`config.mk`:
```
export PLATFORM = sky130hd
export DESIGN_NAME = aabb_penetration_resolver
export DESIGN_NICKNAME = d
export VERILOG_FILES = /design/src/hw/rtl/aapr_pkg.sv /design/src/hw/rtl/aapr_axis.sv /design/src/hw/rtl/aapr_resolve.sv /design/src/hw/rtl/aabb_penetration_resolver.sv
export SDC_FILE = /design/constraint.sdc
export NUM_CORES = 1
export LEC_CHECK = 0
export BUFFER_PORTS_ARGS = -buffer_cell sky130_fd_sc_hd__buf_4
export CORE_MARGIN = 2
export CORE_UTILIZATION = 30
export CTS_BUF_LIST = sky130_fd_sc_hd__clkbuf_8
export DETAILED_ROUTE_END_ITERATION = 8
export PLACE_DENSITY = 0.57
export SETUP_SLACK_MARGIN = 0.1
export SLEW_MARGIN = 20
export SYNTH_ARGS = -nofsm -noshare
export SYNTH_HDL_FRONTEND = slang
export SYNTH_SLANG_ARGS = --single-unit
```
`constraint.sdc`:
```
create_clock -name clk -period 5.5 [get_ports clk]
set_clock_uncertainty 0.05 [all_clocks]
set_input_delay 1.1 -clock clk [delete_from_list [all_inputs] [get_ports clk]]
set_output_delay 1.1 -clock clk [all_outputs]
set_load 0.02 [all_outputs]
```
`src/hw/rtl/aapr_pkg.sv`:
```
// ============================================================================
// aapr_pkg: shared types and constants for the AABB penetration resolver
// Default lane width, axis codes and the control bundle carried down the pipe.
// ============================================================================
package aapr_pkg;

    // Default width of one signed fixed-point coordinate lane (Q12.4).
    localparam int COORD_BITS_DEF = 16;

    // Axis codes as they appear on push_axis.
    typedef enum logic [1:0] {
        AXIS_X = 2'd0,
        AXIS_Y = 2'd1,
        AXIS_Z = 2'd2
    } axis_t;

    // Control that travels with each item through the pipe.
    typedef struct packed {
        logic valid;
        logic a_fixed;
        logic b_fixed;
    } ctl_t;

endpackage

```
`src/hw/rtl/aapr_axis.sv`:
```
// ============================================================================
// aapr_axis: per-axis separation and depth, two register stages
// Stage 1 forms maxA-minB and maxB-minA; stage 2 takes magnitudes, keeps the
// smaller as the depth and records which side wins for each push direction.
// ============================================================================
module aapr_axis #(
    parameter int COORD_BITS = aapr_pkg::COORD_BITS_DEF
) (
    input  logic                         clk,
    input  logic signed [COORD_BITS-1:0] a_min,
    input  logic signed [COORD_BITS-1:0] a_max,
    input  logic signed [COORD_BITS-1:0] b_min,
    input  logic signed [COORD_BITS-1:0] b_max,
    output logic        [COORD_BITS-1:0] depth,
    output logic                         a_neg,   // A first: push negative
    output logic                         b_neg,   // B first: push negative
    output logic                         olap
);

    logic signed [COORD_BITS:0]   diff1_reg;   // maxA - minB
    logic signed [COORD_BITS:0]   diff2_reg;   // maxB - minA
    logic signed [COORD_BITS:0]   diff1_next;
    logic signed [COORD_BITS:0]   diff2_next;
    logic        [COORD_BITS:0]   abs1;
    logic        [COORD_BITS:0]   abs2;
    logic        [COORD_BITS-1:0] d1;
    logic        [COORD_BITS-1:0] d2;
    logic        [COORD_BITS-1:0] depth_reg;
    logic        [COORD_BITS-1:0] depth_next;
    logic                         a_neg_reg;
    logic                         b_neg_reg;
    logic                         olap_reg;
    logic                         olap_next;

    always_comb
    begin
        diff1_next = {a_max[COORD_BITS-1], a_max} - {b_min[COORD_BITS-1], b_min};
        diff2_next = {b_max[COORD_BITS-1], b_max} - {a_min[COORD_BITS-1], a_min};
    end

    // Magnitudes never exceed 2^C - 1, so the top bit drops cleanly.
    always_comb
    begin
        abs1       = diff1_reg[COORD_BITS] ? (~diff1_reg + 1'b1) : diff1_reg;
        abs2       = diff2_reg[COORD_BITS] ? (~diff2_reg + 1'b1) : diff2_reg;
        d1         = abs1[COORD_BITS-1:0];
        d2         = abs2[COORD_BITS-1:0];
        depth_next = (d1 <= d2) ? d1 : d2;
        olap_next  = !diff1_reg[COORD_BITS] && !diff2_reg[COORD_BITS];
    end

    always_ff @(posedge clk)
    begin
        diff1_reg <= diff1_next;
        diff2_reg <= diff2_next;
        depth_reg <= depth_next;
        a_neg_reg <= (d1 <= d2);
        b_neg_reg <= (d2 <= d1);
        olap_reg  <= olap_next;
    end

    assign depth = depth_reg;
    assign a_neg = a_neg_reg;
    assign b_neg = b_neg_reg;
    assign olap  = olap_reg;

endmodule

```
`src/hw/rtl/aapr_resolve.sv`:
```
// ============================================================================
// aapr_resolve: axis choice and displacement, two register stages
// Stage 3 picks the shallowest axis and the push sign of the moving box;
// stage 4 signs the depth, halves it for two free boxes and drives results.
// ============================================================================
module aapr_resolve #(
    parameter int COORD_BITS = aapr_pkg::COORD_BITS_DEF
) (
    input  logic                         clk,
    input  logic                         rst_n,
    input  aapr_pkg::ctl_t               ctl,
    input  logic [2:0][COORD_BITS-1:0]   depth,
    input  logic [2:0]                   a_neg,
    input  logic [2:0]                   b_neg,
    input  logic [2:0]                   olap,
    output logic                         done,
    output logic                         overlapping,
    output logic [1:0]                   push_axis,
    output logic signed [COORD_BITS:0]   move_a,
    output logic signed [COORD_BITS:0]   move_b
);

    // stage 3
    aapr_pkg::ctl_t               ctl3_reg;
    aapr_pkg::axis_t              axis3_reg;
    aapr_pkg::axis_t              axis3_next;
    logic [COORD_BITS-1:0]        depth3_reg;
    logic [COORD_BITS-1:0]        depth3_next;
    logic                         neg3_reg;
    logic                         neg3_next;
    logic                         ov3_reg;

    // stage 4 (result registers)
    logic                         done_reg;
    logic                         ov4_reg;
    logic [1:0]                   axis4_reg;
    logic [1:0]                   axis4_next;
    logic signed [COORD_BITS:0]   ma_reg;
    logic signed [COORD_BITS:0]   ma_next;
    logic signed [COORD_BITS:0]   mb_reg;
    logic signed [COORD_BITS:0]   mb_next;
    logic signed [COORD_BITS:0]   mag;
    logic signed [COORD_BITS:0]   v;
    logic signed [COORD_BITS:0]   h;

    // Least depth wins; ties go to x, then y.
    always_comb
    begin
        if (depth[0] <= depth[1] && depth[0] <= depth[2])
        begin
            axis3_next = aapr_pkg::AXIS_X;
        end
        else if (depth[1] <= depth[2])
        begin
            axis3_next = aapr_pkg::AXIS_Y;
        end
        else
        begin
            axis3_next = aapr_pkg::AXIS_Z;
        end
        depth3_next = depth[axis3_next];
        // B is the moving box only when A alone is fixed.
        if (ctl.a_fixed && !ctl.b_fixed)
        begin
            neg3_next = b_neg[axis3_next];
        end
        else
        begin
            neg3_next = a_neg[axis3_next];
        end
    end

    always_ff @(posedge clk)
    begin
        axis3_reg  <= axis3_next;
        depth3_reg <= depth3_next;
        neg3_reg   <= neg3_next;
        ov3_reg    <= &olap;
    end

    always_comb
    begin
        mag = $signed({1'b0, depth3_reg});
        v   = neg3_reg ? -mag : mag;
        h   = v >>> 1;
        ma_next = '0;
        mb_next = '0;
        if (ov3_reg)
        begin
            case ({ctl3_reg.a_fixed, ctl3_reg.b_fixed})
                2'b00:
                begin
                    ma_next = h;
                    mb_next = -h;
                end
                2'b01:   ma_next = v;
                2'b10:   mb_next = v;
                default: ;
            endcase
        end
        axis4_next = ov3_reg ? axis3_reg : aapr_pkg::AXIS_X;
    end

    always_ff @(posedge clk)
    begin
        ov4_reg   <= ov3_reg;
        axis4_reg <= axis4_next;
        ma_reg    <= ma_next;
        mb_reg    <= mb_next;
    end

    always_ff @(posedge clk or negedge rst_n)
    begin
        if (!rst_n)
        begin
            ctl3_reg <= '0;
            done_reg <= 1'b0;
        end
        else
        begin
            ctl3_reg <= ctl;
            done_reg <= ctl3_reg.valid;
        end
    end

    assign done        = done_reg;
    assign overlapping = ov4_reg;
    assign push_axis   = axis4_reg;
    assign move_a      = ma_reg;
    assign move_b      = mb_reg;

endmodule

```
`src/hw/rtl/aabb_penetration_resolver.sv`:
```
// ============================================================================
// aabb_penetration_resolver: minimum translation vector for two AABBs
// Overlap test, per-axis penetration depth and push for a box pair.
// ============================================================================
// Usage
//   Input: drive the four packed corners and the two fixed flags with start
//   high; the item is taken at that edge whenever busy is low. busy is held
//   low: the pipe takes one item every cycle, back to back, without gaps.
//   Output: done is high for exactly one cycle with overlapping, push_axis,
//   move_a and move_b valid in that cycle. The receiver must take the item
//   then; there is no back-pressure and nothing is held.
//   Pipeline: four register stages lie between the accepting edge and
//   done, which rises once the item has passed through all of them.
//   Throughput: one item per clock, fixed by the four-stage pipe
//   (diff, depth, axis select, displacement); items leave in order.
//   Reset: rst_n clears the valid bits of every stage, so items in flight
//   are dropped and done stays low until a new item comes through.
//   Payload registers carry no reset.
// ============================================================================
module aabb_penetration_resolver #(
    parameter int COORD_BITS = aapr_pkg::COORD_BITS_DEF
) (
    input  logic                         clk,
    input  logic                         rst_n,
    input  logic                         start,
    output logic                         busy,
    input  logic [3*COORD_BITS-1:0]      box_a_min,
    input  logic [3*COORD_BITS-1:0]      box_a_max,
    input  logic [3*COORD_BITS-1:0]      box_b_min,
    input  logic [3*COORD_BITS-1:0]      box_b_max,
    input  logic                         a_fixed,
    input  logic                         b_fixed,
    output logic                         done,
    output logic                         overlapping,
    output logic [1:0]                   push_axis,
    output logic signed [COORD_BITS:0]   move_a,
    output logic signed [COORD_BITS:0]   move_b
);

    aapr_pkg::ctl_t             ctl_in;
    aapr_pkg::ctl_t             ctl1_reg;   // travels with axis stage 1
    aapr_pkg::ctl_t             ctl2_reg;   // travels with axis stage 2
    logic [2:0][COORD_BITS-1:0] depth;
    logic [2:0]                 a_neg;
    logic [2:0]                 b_neg;
    logic [2:0]                 olap;

    // Fully pipelined: never refuses an item.
    assign busy = 1'b0;

    always_comb
    begin
        ctl_in.valid   = start && !busy;
        ctl_in.a_fixed = a_fixed;
        ctl_in.b_fixed = b_fixed;
    end

    always_ff @(posedge clk or negedge rst_n)
    begin
        if (!rst_n)
        begin
            ctl1_reg <= '0;
            ctl2_reg <= '0;
        end
        else
        begin
            ctl1_reg <= ctl_in;
            ctl2_reg <= ctl1_reg;
        end
    end

    // One depth unit per axis; lane k sits at bits [k*C +: C].
    for (genvar k = 0; k < 3; k++)
    begin : g_axis
        aapr_axis #(
            .COORD_BITS (COORD_BITS)
        ) u_axis (
            .clk   (clk),
            .a_min (box_a_min[k*COORD_BITS +: COORD_BITS]),
            .a_max (box_a_max[k*COORD_BITS +: COORD_BITS]),
            .b_min (box_b_min[k*COORD_BITS +: COORD_BITS]),
            .b_max (box_b_max[k*COORD_BITS +: COORD_BITS]),
            .depth (depth[k]),
            .a_neg (a_neg[k]),
            .b_neg (b_neg[k]),
            .olap  (olap[k])
        );
    end

    // Axis choice and moves; the fixed flags decide which box goes first.
    aapr_resolve #(
        .COORD_BITS (COORD_BITS)
    ) u_resolve (
        .clk         (clk),
        .rst_n       (rst_n),
        .ctl         (ctl2_reg),
        .depth       (depth),
        .a_neg       (a_neg),
        .b_neg       (b_neg),
        .olap        (olap),
        .done        (done),
        .overlapping (overlapping),
        .push_axis   (push_axis),
        .move_a      (move_a),
        .move_b      (move_b)
    );

endmodule

```
== Word-level counts from Yosys, hierarchy flattened ==
Cells that the tools add are included.

* Register bits after elaboration: 226
* Latch bits: 0
* Memory bits (writable): 0
* Bits in read-only memories: 0
* Input bits: 197
* Output and inout bits: 39
* Memories kept: 0

* Add/sub/neg operators: 14
* $mul: 0
* Divide/modulo/power cells: 0
* Order comparisons: 10
* Eq/ne operators: 2
* Shift operators: 0
* Muxes and demuxes: 21
* Bitwise operators: 6
* Reductions and logical operators: 14

{| class="wikitable"
|+ Operators by type and width
! kind !! count
|-
| 16-bit 2-to-1 mux || 10
|-
| 16-bit less-or-equal comparator || 9
|-
| 16-bit by 16-bit subtractor with 17-bit output || 6
|-
| 16-bit by 1-bit adder with 16-bit output (second input constant) || 6
|-
| 16-bit NOT || 6
|-
| 17-bit case mux with 2 select lines || 2
|-
| 16-bit negation with 17-bit output || 2
|-
| 16-bit binary-select mux with 2-bit select || 1
|-
| 17-bit 2-to-1 mux || 1
|-
| 1-bit logical NOT || 7
|-
| 1-bit logical AND || 5
|-
| 1-bit binary-select mux with 2-bit select || 2
|-
| 2-bit 2-to-1 mux || 2
|-
| 2-bit by 3-bit less-than comparator with 1-bit output (second input constant) || 1
|-
| 1-bit 2-to-1 mux || 3
|-
| 3-bit AND reduction || 1
|-
| 2-bit by 1-bit == test with 1-bit output (second input constant) || 1
|-
| 2-bit == test (second input constant) || 1
|-
| 2-bit logical NOT || 1
|}

== Longest topological paths before layout ==
Gate-level depths: netlist of the first run.

* Depth after elaboration: 6
* Mapped depth: 18
* Gate-level depth less buffers: 16

== By module ==
A second synthesis of the first run with hierarchy kept.

* Cells, all modules: 1852
* Area, all modules: 16150.5 µm²

{| class="wikitable"
|+ Modules (own cells, without submodules)
! module !! times used !! cells each !! area each (µm²) !! seq. area each (µm²)
|-
| aapr_axis || 3 || 460 || 3950.0 || 1061.0
|-
| aapr_resolve || 1 || 464 || 4139.0 || 1241.2
|-
| aabb_penetration_resolver || 1 || 8 || 161.4 || 150.1
|}

== Worst setup path after synthesis of the first run ==
No wires, ideal clock.

* Path type: reg2reg
* Start point: reg g_axis[1].u_axis.diff1_reg[5]
* End point: reg g_axis[1].u_axis.depth_reg[10]
* Library setup time: 73 ps
* Data arrival time: 4003 ps
* Data required time: 5377 ps
* Setup slack: 1374 ps
* Stages on the path, launching flop included: 14
* Clock period less this slack: 4126 ps
* Cell sequence: dfxtp_1 or4_1 or3_1 or4_1 o31ai_1 xor2_1 ha_1 and4_1 a221oi_1 o31ai_1 nor2b_1 clkbuf_1 clkbuf_1 mux2i_1

* Longest elaborated chain between the ends: 5

{| class="wikitable"
|+ Ends and longest elaborated chain
! item !! RTL line !! text
|-
| start: declaration || aapr_axis.sv:20 || <nowiki>logic signed [COORD_BITS:0] diff1_reg;</nowiki>
|-
| start signal: assignment || aapr_axis.sv:54 || <nowiki>diff1_reg <= diff1_next;</nowiki>
|-
| 16-bit NOT || aapr_axis.sv:44 || <nowiki>abs1 = diff1_reg[COORD_BITS] ? (~diff1_reg + 1'b1) : diff1_reg;</nowiki>
|-
| 16-bit by 1-bit adder with 16-bit output || aapr_axis.sv:44 ||
|-
| 16-bit 2-to-1 mux * || aapr_axis.sv:44 ||
|-
| 16-bit less-or-equal comparator || aapr_axis.sv:48 || <nowiki>depth_next = (d1 <= d2) ? d1 : d2;</nowiki>
|-
| 16-bit 2-to-1 mux * || aapr_axis.sv:48 ||
|-
| net g_axis[1].u_axis.depth_next[10] || aapr_axis.sv:29 || <nowiki>logic [COORD_BITS-1:0] depth_next;</nowiki>
|-
| end signal: assignment || aapr_axis.sv:56 || <nowiki>depth_reg <= depth_next;</nowiki>
|-
| end: declaration || aapr_axis.sv:28 || <nowiki>logic [COORD_BITS-1:0] depth_reg;</nowiki>
|}

Mark *: on every way through the listed nets, which the timed path passes. The rest lies on a longest branch.
A chain may end at the register's enable or synchronous reset.

== Final worst setup path of the first run ==
* Start point: reg g_axis[1].u_axis.diff1_reg[5]
* End point: reg g_axis[1].u_axis.depth_reg[2]

* Longest elaborated chain between the ends: 5

{| class="wikitable"
|+ Ends and longest elaborated chain
! item !! RTL line
|-
| 16-bit NOT || aapr_axis.sv:44
|-
| 16-bit by 1-bit adder with 16-bit output || aapr_axis.sv:44
|-
| 16-bit 2-to-1 mux * || aapr_axis.sv:44
|-
| 16-bit less-or-equal comparator * || aapr_axis.sv:48
|-
| 16-bit 2-to-1 mux * || aapr_axis.sv:48
|-
| net g_axis[1].u_axis.depth_next[2] || aapr_axis.sv:29
|}

Marked as above.

==> results.py, run 1 <==
metrics = {
    "run_status": {
        "outcome": "complete, no violations",
    },
    "min_path": {
        "hp-class": "primary input to async pin",
    },
    "drt": {
        "avgViaCountPerCell": 4.62,
        "drt_wl_total_um": 37400,
        "drc": 0,
        "drt_iter0_drc": 616,
        "drtPass1Iterations": 4,
        "num_vias": 12541,
        "antenna_left": 0,
        "avgRoutedWirePerCell_um": 13.8,
    },
    "setup_path": {
        "reg2reg_setup_slack_ns": 1.15,
        "crit_arrival_ns": 4.77,
        "rr_endpoint": "g_axis[1].u_axis.depth[2]",
        "path_max_fanout": 17,
        "crit_type": "flip-flop to flip-flop",
        "start_kind": "flip-flop",
        "cp.required_ns": 5.91,
        "rr_startpoint": "g_axis[1].u_axis.diff1_reg[5]",
        "endpoint_kind": "flip-flop",
        "cp-startpoint": "g_axis[1].u_axis.diff1_reg[5]",
        "rr_worst_depth": 11,
    },
    "synth": {
        "synth_area_mm2": 0.0152,
        "synth.distinct_cells": 69,
        "async_reset_ff_frac": 0.0442,
        "synth-main-ff-cell": "dfxtp_1",
        "synthCells": 1763,
        "ys_seq_area_frac": 0.300,
        "syn-num-nets": 2166,
        "yosysWarningCount": 0,
        "syn_area_per_cell_um2": 8.64,
        "synth-seq-cells": 226,
        "synth_edf_count": 0,
    },
    "floorplan": {
        "rows": 82,
        "core_mm2": 0.0502,
        "die_area_mm2": 0.0526,
        "fp.dieW_um": 229,
        "fp.dieH_um": 229,
        "ios": 236,
        "start_util": 0.304,
    },
    "pwr": {
        "sw_frac_of_total": 0.413,
        "power.share.clock": 0.192,
        "power_leakage_uw": 0.00902,
        "irDropWorstVdd_mv": 0.219,
        "p_per_area_mw_per_mm2": 474,
        "power.switching_uw": 3650,
        "p_seq_frac": 0.297,
        "combPwrFrac": 0.512,
        "p_int_uw": 5180,
    },
    "flow_run": {
        "maxCapViolCount": 0,
    },
    "global_routing": {
        "grtUsageTotal": 0.142,
        "overflow": 0,
        "antenna_found_initial": 0,
        "grt_pass1_vias": 12450,
        "grt_max_degree": 34,
        "grt_pass1_wl_um": 61500,
    },
    "timing": {
        "period_minus_slack_ns": 4.35,
        "worstMarginPinSlew_ns": 1.06,
        "finalSetupTns_ns": 0,
        "max_freq_mhz": 230,
        "fin_ws_ns": 1.15,
        "hold_violations": 0,
        "worst_slew_margin_rel": 0.293,
        "setup_violations": 0,
        "rsz0062_at_grt": "no",
        "period_share": 0.792,
        "report.final.slew_viol_count": 0,
    },
    "clock_tree": {
        "clk_latency_ns": 0.59,
        "htreeDepth": 2,
        "cts_buffer_depth": 3,
        "path_clk_slew_ns": 0.06,
        "numCtsBuffers": 41,
        "postCtsResizedCells": 0,
        "cts_tree": "built",
        "root_buffer": "clkbuf_8",
        "postCtsSetupBuffers": 0,
        "clock_sinks": 226,
        "cts_hold_buf": 0,
    },
    "placed_design": {
        "hpwlAfterDp_um": 30900,
        "dp_slack_ns": 0.794,
        "gp_congestion": 0.864,
        "io_buffers": 234,
    },
    "finish": {
        "drive_gt1_frac": 0.169,
        "nets": 2413,
        "mostFrequentLayoutCells": "buf_4 (236), inv_1 (230), dfxtp_1 (216)",
        "mostFrequentLayoutCell": "buf_4",
        "syn2layout_area_growth_pct": 22.3,
        "antenna_cells": 0,
    },
}
## power groups by stage
stage          Clock (uW)  Combinational [uW]  Sequential (uW)
3_5_place_dp            0                4460             2660
4_1_cts              1770                4500             2620
3_3_place_gp            0                4390             2640
6_report             1690                4520             2620
5_1_grt              1850                5090             2690
2_1_floorplan           0                3450             2450
## layout make-up
cell class / instances / area [um^2]
inverter: 222 / 833
tap: 672 / 841
fill: 5141 / 31500
clock inverter: 24 / 218
multi-input combinational: 1282 / 9710
sequential: 226 / 4570
timing repair buffer: 237 / 1780
clock buffer: 49 / 674
## kinds of logic (layout without fill, tap and decap cells)
group           Yosys count  in the layout  synth area share
simple gates            422            422             0.137
compound gates          394            394             0.168
buf+inv                 255            532            0.0641
flops                   226            226             0.300
fa+ha+maj               206            206             0.172
xor+xnor                184            184             0.107
mux                      75             75            0.0509
other cells               1              1          0.000246
## layer usage
metal,vias to the layer above,GRT usage,routed length (um)
li1,6597,-,-
met1,5686,0.185,18000
met2,213,0.240,17400
met3,45,0.0266,1430
met4,0,0.0335,624
met5,-,0,0
## critical path: stages, from the launching register on
cell and delay (ns):
dfxtp_1 0.35, or4_1 0.59, or3_1 0.37, or4_1 0.45, o31ai_1 0.30, xor2_1 0.23, ha_1 0.28, and4_1 0.19
a221oi_1 0.29, o31ai_1 0.18, nor2b_4 0.55, mux2_2 0.40
## worst max-delay path by stage
stage,endpoint,slack (ns),cells past startpoint
after floorplan,g_axis[1].u_axis.depth[10],1.37,13
after global placement,g_axis[1].u_axis.depth[2],0.86,11
after detailed placement,g_axis[1].u_axis.depth[2],0.79,11
after CTS,g_axis[1].u_axis.depth[2],0.75,11
after global routing,g_axis[2].u_axis.depth[12],0.87,16
final,g_axis[1].u_axis.depth[2],1.15,11
## through the flow
step                      hold WS (ns)  total power (uW)  instances  utilization  cell area [um^2]
after floorplan                  0.281              5890       1763            -             15200
after global placement           0.285              7030       2638        0.353             17700
after detailed placement         0.286              7120       2638        0.353             17700
after CTS                        0.232              8890       2711        0.371             18600
after global routing             0.249              9630       2712        0.371             18600
final                            0.288              8820       2712        0.371             18600
## synth_stat cells, drive strengths merged, types with 10 or more instances
| master | count | area [um^2] |
|---|---|---|
| inv | 221 | 830 |
| dfxtp | 216 | 4320 |
| ha | 200 | 2500 |
| nor2 | 128 | 480 |
| o21ai | 100 | 508 |
| a21oi | 99 | 495 |
| nand2 | 97 | 364 |
| xnor2 | 93 | 815 |
| xor2 | 91 | 820 |
| mux2i | 55 | 551 |
| nor2b | 39 | 244 |
| a21o | 37 | 278 |
| o21a | 32 | 240 |
| nand2b | 30 | 188 |
| o31ai | 28 | 220 |
| clkbuf | 27 | 101 |
| a211oi | 24 | 180 |
| nor3 | 24 | 120 |
| nand4 | 21 | 138 |
| mux2 | 20 | 225 |
| or3 | 18 | 113 |
| o41ai | 17 | 175 |
| or4 | 13 | 101 |
| a31oi | 12 | 75.1 |
| nor4 | 12 | 75.1 |
| dfrtp | 10 | 250 |
| nand3 | 10 | 50.1 |
No activity file was read; power rests on OpenSTA's default activity.
==> run 2, diff against run 1 <==
--- a/config.mk
+++ b/config.mk
@@ -10,7 +10,7 @@
 export CORE_UTILIZATION = 30
 export CTS_BUF_LIST = sky130_fd_sc_hd__clkbuf_8
 export DETAILED_ROUTE_END_ITERATION = 8
-export PLACE_DENSITY = 0.57
+export PLACE_DENSITY = 0.58
 export SETUP_SLACK_MARGIN = 0.1
 export SLEW_MARGIN = 20
 export SYNTH_ARGS = -nofsm -noshare
==> constraint.sdc (replaced) <==
create_clock -name clk -period 3.7 [get_ports clk]
set_clock_uncertainty 0.05 [all_clocks]
set_input_delay 0.74 -clock clk [delete_from_list [all_inputs] [get_ports clk]]
set_output_delay 0.74 -clock clk [all_outputs]
set_load 0.02 [all_outputs]
==> run 2 against run 1 <==
Compared with the run above: the flow now finishes with violations (negative setup slack); sequential share of layout area decreased by 1.2 points; combinational power grew 74%; final cell count up 2.4%; design area increased by 5.2%; sequential power increased by 47%; fmax is 15% higher; flip-flop and latch count stayed put; highest routed layer unchanged; via count rose by 3.1%; critical endpoint is now g_axis[1].u_axis.depth[5].
==> results.py, run 2 (synthesis results as in run 1) <==
metrics = {
    "run_status": {
        "outcome": "complete, but fails checks",
        "violations": "negative setup slack",
    },
    "clock_tree": {
        "path_clk_slew_ns": 0.06,
        "clock_sinks": 226,
        "root_buffer": "clkbuf_8",
        "htreeDepth": 2,
        "clk_latency_ns": 0.58,
        "cts_tree": "built",
        "cts_buffer_depth": 3,
        "numCtsBuffers": 42,
    },
    "setup_path": {
        "slowest_delay_ns": 0.53,
        "path_depth": 12,
        "rr_worst_depth": 12,
        "cp.required_ns": 4.09,
        "crit_arrival_ns": 4.19,
        "path_max_fanout": 5,
        "endpoint_kind": "flip-flop",
        "crit_type": "flip-flop to flip-flop",
        "cpMostUsedCell": "or4_4",
        "cpLargestDelayFamily": "simple AND/OR/NAND/NOR gates",
        "start_kind": "flip-flop",
        "critPathSlowestCell": "or4_4",
        "crit_buf_inv": 1,
        "crit_chain": "or4_4 -> or3_4 -> or4_4 -> o31ai_4 -> xor2_2 -> ha_1 -> and4_4 -> nand3_4 -> or4_4 -> nor2b_4 -> buf_6 -> mux2i_2",
    },
    "drt": {
        "drc": 0,
        "avgRoutedWirePerCell_um": 14.0,
        "drt_iter0_drc": 655,
        "met3_length_um": 1480,
        "avgViaCountPerCell": 4.66,
        "wl_met2_um": 18600,
        "num_vias": 12930,
        "drtPass1Iterations": 4,
        "antenna_left": 0,
        "met1Wirelength_um": 18200,
        "routed.top_layer": "met4",
        "drt_wl_total_um": 38900,
    },
    "min_path": {
        "hp-class": "primary input to flip-flop",
        "holdPathStages": 1,
    },
    "timing": {
        "hold_violations": 0,
        "max_freq_mhz": 264,
        "rsz0062_at_grt": "yes",
        "fin_ws_ns": -0.0921,
        "worstMarginPinSlew_ns": 0.930,
        "period_minus_slack_ns": 3.79,
        "setup_violations": 16,
        "period_share": 1.02,
        "worst_slew_margin_rel": 0.380,
        "report.final.slew_viol_count": 0,
        "hold_slack_ns": 0.239,
    },
    "global_routing": {
        "overflow": 0,
        "grtUsageTotal": 0.143,
        "grt_pass1_wl_um": 62400,
        "antenna_found_initial": 0,
        "grt_pass1_vias": 12796,
        "grt_max_degree": 34,
    },
    "finish": {
        "drive_gt1_frac": 0.229,
        "antenna_cells": 0,
        "nets": 2476,
        "mostFrequentLayoutCell": "buf_4",
        "mostFrequentLayoutCells": "buf_4 (286), inv_1 (227), dfxtp_1 (213)",
        "nFillCells": 5104,
        "postLayoutCellArea_mm2": 0.0196,
        "syn2layout_area_growth_pct": 28.6,
    },
    "pwr": {
        "irDropWorstVdd_mv": 0.276,
        "power_leakage_uw": 0.00944,
        "p_per_area_mw_per_mm2": 727,
        "p_total_uw": 14200,
    },
    "floorplan": {
        "fp.dieW_um": 229,
        "start_util": 0.304,
        "rows": 82,
        "ios": 236,
        "fp.dieH_um": 229,
        "core_mm2": 0.0502,
        "die_area_mm2": 0.0526,
    },
    "placed_design": {
        "hpwlAfterDp_um": 31800,
        "io_buffers": 234,
        "gp_congestion": 0.866,
        "placed_area_mm2": 0.0181,
    },
    "flow_run": {
        "maxCapViolCount": 0,
    },
}
## run 2: area by class of cell
| class | count | area, um^2 | share of cell area |
|---|---|---|---|
| Inverter | 222 | 836 | 0.0426 |
| Sequential cell | 226 | 4580 | 0.234 |
| Multi-Input combinational cell | 1282 | 10100 | 0.517 |
| Tap cell | 672 | 841 | 0.0429 |
| Clock buffer | 56 | 771 | 0.0393 |
| Clock inverter | 19 | 141 | 0.00721 |
| Timing Repair Buffer | 299 | 2290 | 0.117 |
## run 2: what timing repair did
item / 4_1_cts / 5_1_grt
resized for setup: 15 / 98
gates cloned: 2 / 3
setup buffers: 2 / 14
endpoints found under the setup margin: 33 / 54
endpoints found under the hold margin: 10 / 0
hold buffers: 1 / 0
pin swaps: 7 / 30
## run 2: where the power goes
| group | switching [uW] | leakage (uW) | internal, uW | total (uW) |
|---|---|---|---|---|
| sequential | 667 | 0.00192 | 3190 | 3860 |
| clock | 1040 | 0.000500 | 1490 | 2530 |
| combinational | 4170 | 0.00702 | 3680 | 7850 |
## run 2: stage by stage
step	TNS, ns	cells	util	setup WS [ns]
5_1_grt	-2.51	2776	0.391	-0.189
3_5_place_dp	-2.10	2679	0.360	-0.116
4_1_cts	-0.0800	2759	0.380	-0.0224
6_report	-0.887	2776	0.391	-0.0921
3_3_place_gp	-1.04	2679	0.360	-0.0738
2_1_floorplan	-0.294	1763	-	-0.0316
## run 2: worst register-to-register path: cells and delay by family (launching register included)
family                   cells  cell delay, ns
multiplexers                 1            0.15
XOR/XNOR                     1            0.11
AND/OR/NAND/NOR              7            2.37
buffers and inverters        1            0.15
adder cells (fa/ha/maj)      1            0.31
AO/OA/AOI/OAI                1            0.22
flip-flops                   1            0.32
## run 2: path summary, 6_finish.rpt
kind / start / end / slack (ns)
worst max-delay path: g_axis[1].u_axis.diff1_reg[5] / g_axis[1].u_axis.depth[5] / -0.09
worst min-delay path: b_fixed / ctl1_reg[0] / 0.24
worst max register to register: g_axis[1].u_axis.diff1_reg[5] / g_axis[1].u_axis.depth[5] / -0.09
worst min register to register: u_resolve.ctl3_reg[2] / u_resolve.done / 0.30
max in group asynchronous: rst_n / u_resolve.ctl3_reg[1] / 2.96
min in group asynchronous: rst_n / u_resolve.done / 0.50
## run 2: per-layer routing
metal	up-vias	GRT usage
li1	6710	-
met5	-	0
met4	0	0.0359
met3	56	0.0264
met2	232	0.248
met1	5932	0.183
==> run 3, diff against run 2 <==
==> constraint.sdc (replaced) <==
create_clock -name clk -period 3.7 [get_ports clk]
set_clock_uncertainty 0.05 [all_clocks]
set_input_delay 0.37 -clock clk [delete_from_list [all_inputs] [get_ports clk]]
set_output_delay 0.37 -clock clk [all_outputs]
set_load 0.02 [all_outputs]
==> run 3 against run 2 <==
Compared with the run above: the flow still finishes with violations (negative setup slack); critical path type unchanged; die area stayed put; non-clock buffer count is 7 higher; sequential share of layout area is 0.083 points lower; fmax is 0.11% higher; critical path depth stayed put; design area is 0.36% higher; power hardly changed; highest routed layer unchanged; global-route usage hardly changed; worst setup slack better by 0.0040 ns; core utilization is 0.14 points higher; register-to-register slack hardly changed.
==> results.py, run 3 (synthesis results as in run 1) <==
metrics = {
    "clock_tree": {
        "numCtsBuffers": 42,
        "path_clk_slew_ns": 0.06,
        "clk_latency_ns": 0.58,
        "cts_tree": "built",
        "cts_buffer_depth": 3,
        "root_buffer": "clkbuf_8",
        "htreeDepth": 2,
        "clock_sinks": 226,
    },
    "drt": {
        "antenna_left": 0,
        "drt_wl_total_um": 38900,
        "avgRoutedWirePerCell_um": 14.0,
        "avgViaCountPerCell": 4.66,
        "drtPass1Iterations": 5,
        "drt_iter0_drc": 633,
        "drc": 0,
        "num_vias": 12959,
    },
    "floorplan": {
        "die_area_mm2": 0.0526,
        "rows": 82,
        "core_mm2": 0.0502,
        "fp.dieH_um": 229,
        "ios": 236,
        "start_util": 0.304,
        "fp.dieW_um": 229,
    },
    "global_routing": {
        "overflow": 0,
        "antenna_found_initial": 0,
        "grtUsageTotal": 0.143,
        "grt_pass1_wl_um": 62500,
        "grt_max_degree": 34,
        "grt_pass1_vias": 12815,
    },
    "timing": {
        "fin_ws_ns": -0.0881,
        "rsz0062_at_grt": "yes",
        "max_freq_mhz": 264,
        "period_share": 1.02,
        "worst_slew_margin_rel": 0.385,
        "period_minus_slack_ns": 3.79,
        "report.final.slew_viol_count": 0,
        "worstMarginPinSlew_ns": 0.922,
        "setup_violations": 16,
        "hold_violations": 0,
    },
    "setup_path": {
        "endpoint_kind": "flip-flop",
        "start_kind": "flip-flop",
        "slowest_delay_ns": 0.53,
        "crit_chain": "or4_4 -> or3_4 -> or4_4 -> o31ai_4 -> xor2_2 -> ha_1 -> and4_4 -> nand3_4 -> or4_4 -> nor2b_4 -> buf_6 -> mux2i_2",
        "cpMostUsedCell": "or4_4",
        "crit_arrival_ns": 4.18,
        "reg2reg_setup_slack_ns": -0.09,
        "cp.required_ns": 4.10,
        "critPathSlowestCell": "or4_4",
        "crit_type": "flip-flop to flip-flop",
        "path_max_fanout": 5,
    },
    "run_status": {
        "violations": "negative setup slack",
        "outcome": "complete, but fails checks",
    },
    "finish": {
        "nets": 2483,
        "antenna_cells": 0,
        "drive_gt1_frac": 0.228,
        "postLayoutCellArea_mm2": 0.0197,
        "mostFrequentLayoutCells": "buf_4 (286), inv_1 (227), dfxtp_1 (213)",
        "syn2layout_area_growth_pct": 29.1,
        "mostFrequentLayoutCell": "buf_4",
        "fin_util": 0.392,
        "nFillCells": 5102,
    },
    "min_path": {
        "hp-class": "primary input to flip-flop",
    },
    "pwr": {
        "irDropWorstVdd_mv": 0.279,
        "p_total_uw": 14300,
        "power_leakage_uw": 0.00947,
        "p_per_area_mw_per_mm2": 725,
    },
    "placed_design": {
        "io_buffers": 234,
        "placed_area_mm2": 0.0181,
        "gp_congestion": 0.866,
        "hpwlAfterDp_um": 31800,
    },
    "flow_run": {
        "maxCapViolCount": 0,
    },
}
run 3: worst paths after layout:
| check | startpoint | to | cells after the start |
|---|---|---|---|
| worst max register to register | g_axis[1].u_axis.diff1_reg[5] | g_axis[1].u_axis.depth[5] | 12 |
| min in group asynchronous | rst_n | u_resolve.done | 2 |
| max in group asynchronous | rst_n | u_resolve.ctl3_reg[1] | 2 |
| worst min register to register | u_resolve.ctl3_reg[2] | u_resolve.done | 0 |
| worst max-delay path | g_axis[1].u_axis.diff1_reg[5] | g_axis[1].u_axis.depth[5] | 12 |
| worst min-delay path | box_a_min[0] | g_axis[0].u_axis.diff2_reg[0] | 3 |
run 3: layout make-up:
cell class,instances,area [um^2],area share
inverter,222,836,0.0425
tap,672,841,0.0427
sequential,226,4580,0.233
clock buffer,56,771,0.0392
timing repair buffer,306,2360,0.120
clock inverter,19,141,0.00719
multi-input combinational,1282,10100,0.515
run 3: worst max-delay path, delay by kind of cell, from the launching register on:
kind            cells  cell delay [ns]
simple gates        7             2.36
buf+inv             1             0.15
xor+xnor            1             0.11
fa+ha+maj           1             0.31
compound gates      1             0.22
mux                 1             0.14
flops               1             0.32
run 3: through the flow:
step / hold WS [ns] / cells / TNS [ns] / setup WS (ns)
final: 0.0583 / 2783 / -0.857 / -0.0881
after global routing: 0.0144 / 2783 / -2.51 / -0.189
after CTS: 0.0166 / 2766 / -0.0800 / -0.0224
after detailed placement: 0.156 / 2679 / -2.10 / -0.116
after global placement: 0.155 / 2679 / -1.04 / -0.0738
after floorplan: 0.0244 / 1763 / -0.294 / -0.0316
run 3: repair_timing:
item	CTS	global route
gates resized for setup	15	98
cloned	2	3
setup buffers	2	14
endpoints found under the hold margin	17	0
pin swaps	7	30
setup endpoints to repair	33	54
hold buffers	8	0
run 3: routing by layer:
metal	wire length, um	up-vias	GRT usage
li1	-	6723	-
met3	1530	54	0.0264
met2	18600	238	0.248
met5	0	-	0
met4	673	0	0.0359
met1	18200	5944	0.183
run 3: power by group:
part | switching, uW | leakage, uW | total (uW) | internal [uW]
Combinational | 4170 | 0.00705 | 7860 | 3690
Clock | 1040 | 0.000500 | 2530 | 1490
Sequential | 666 | 0.00192 | 3860 | 3190
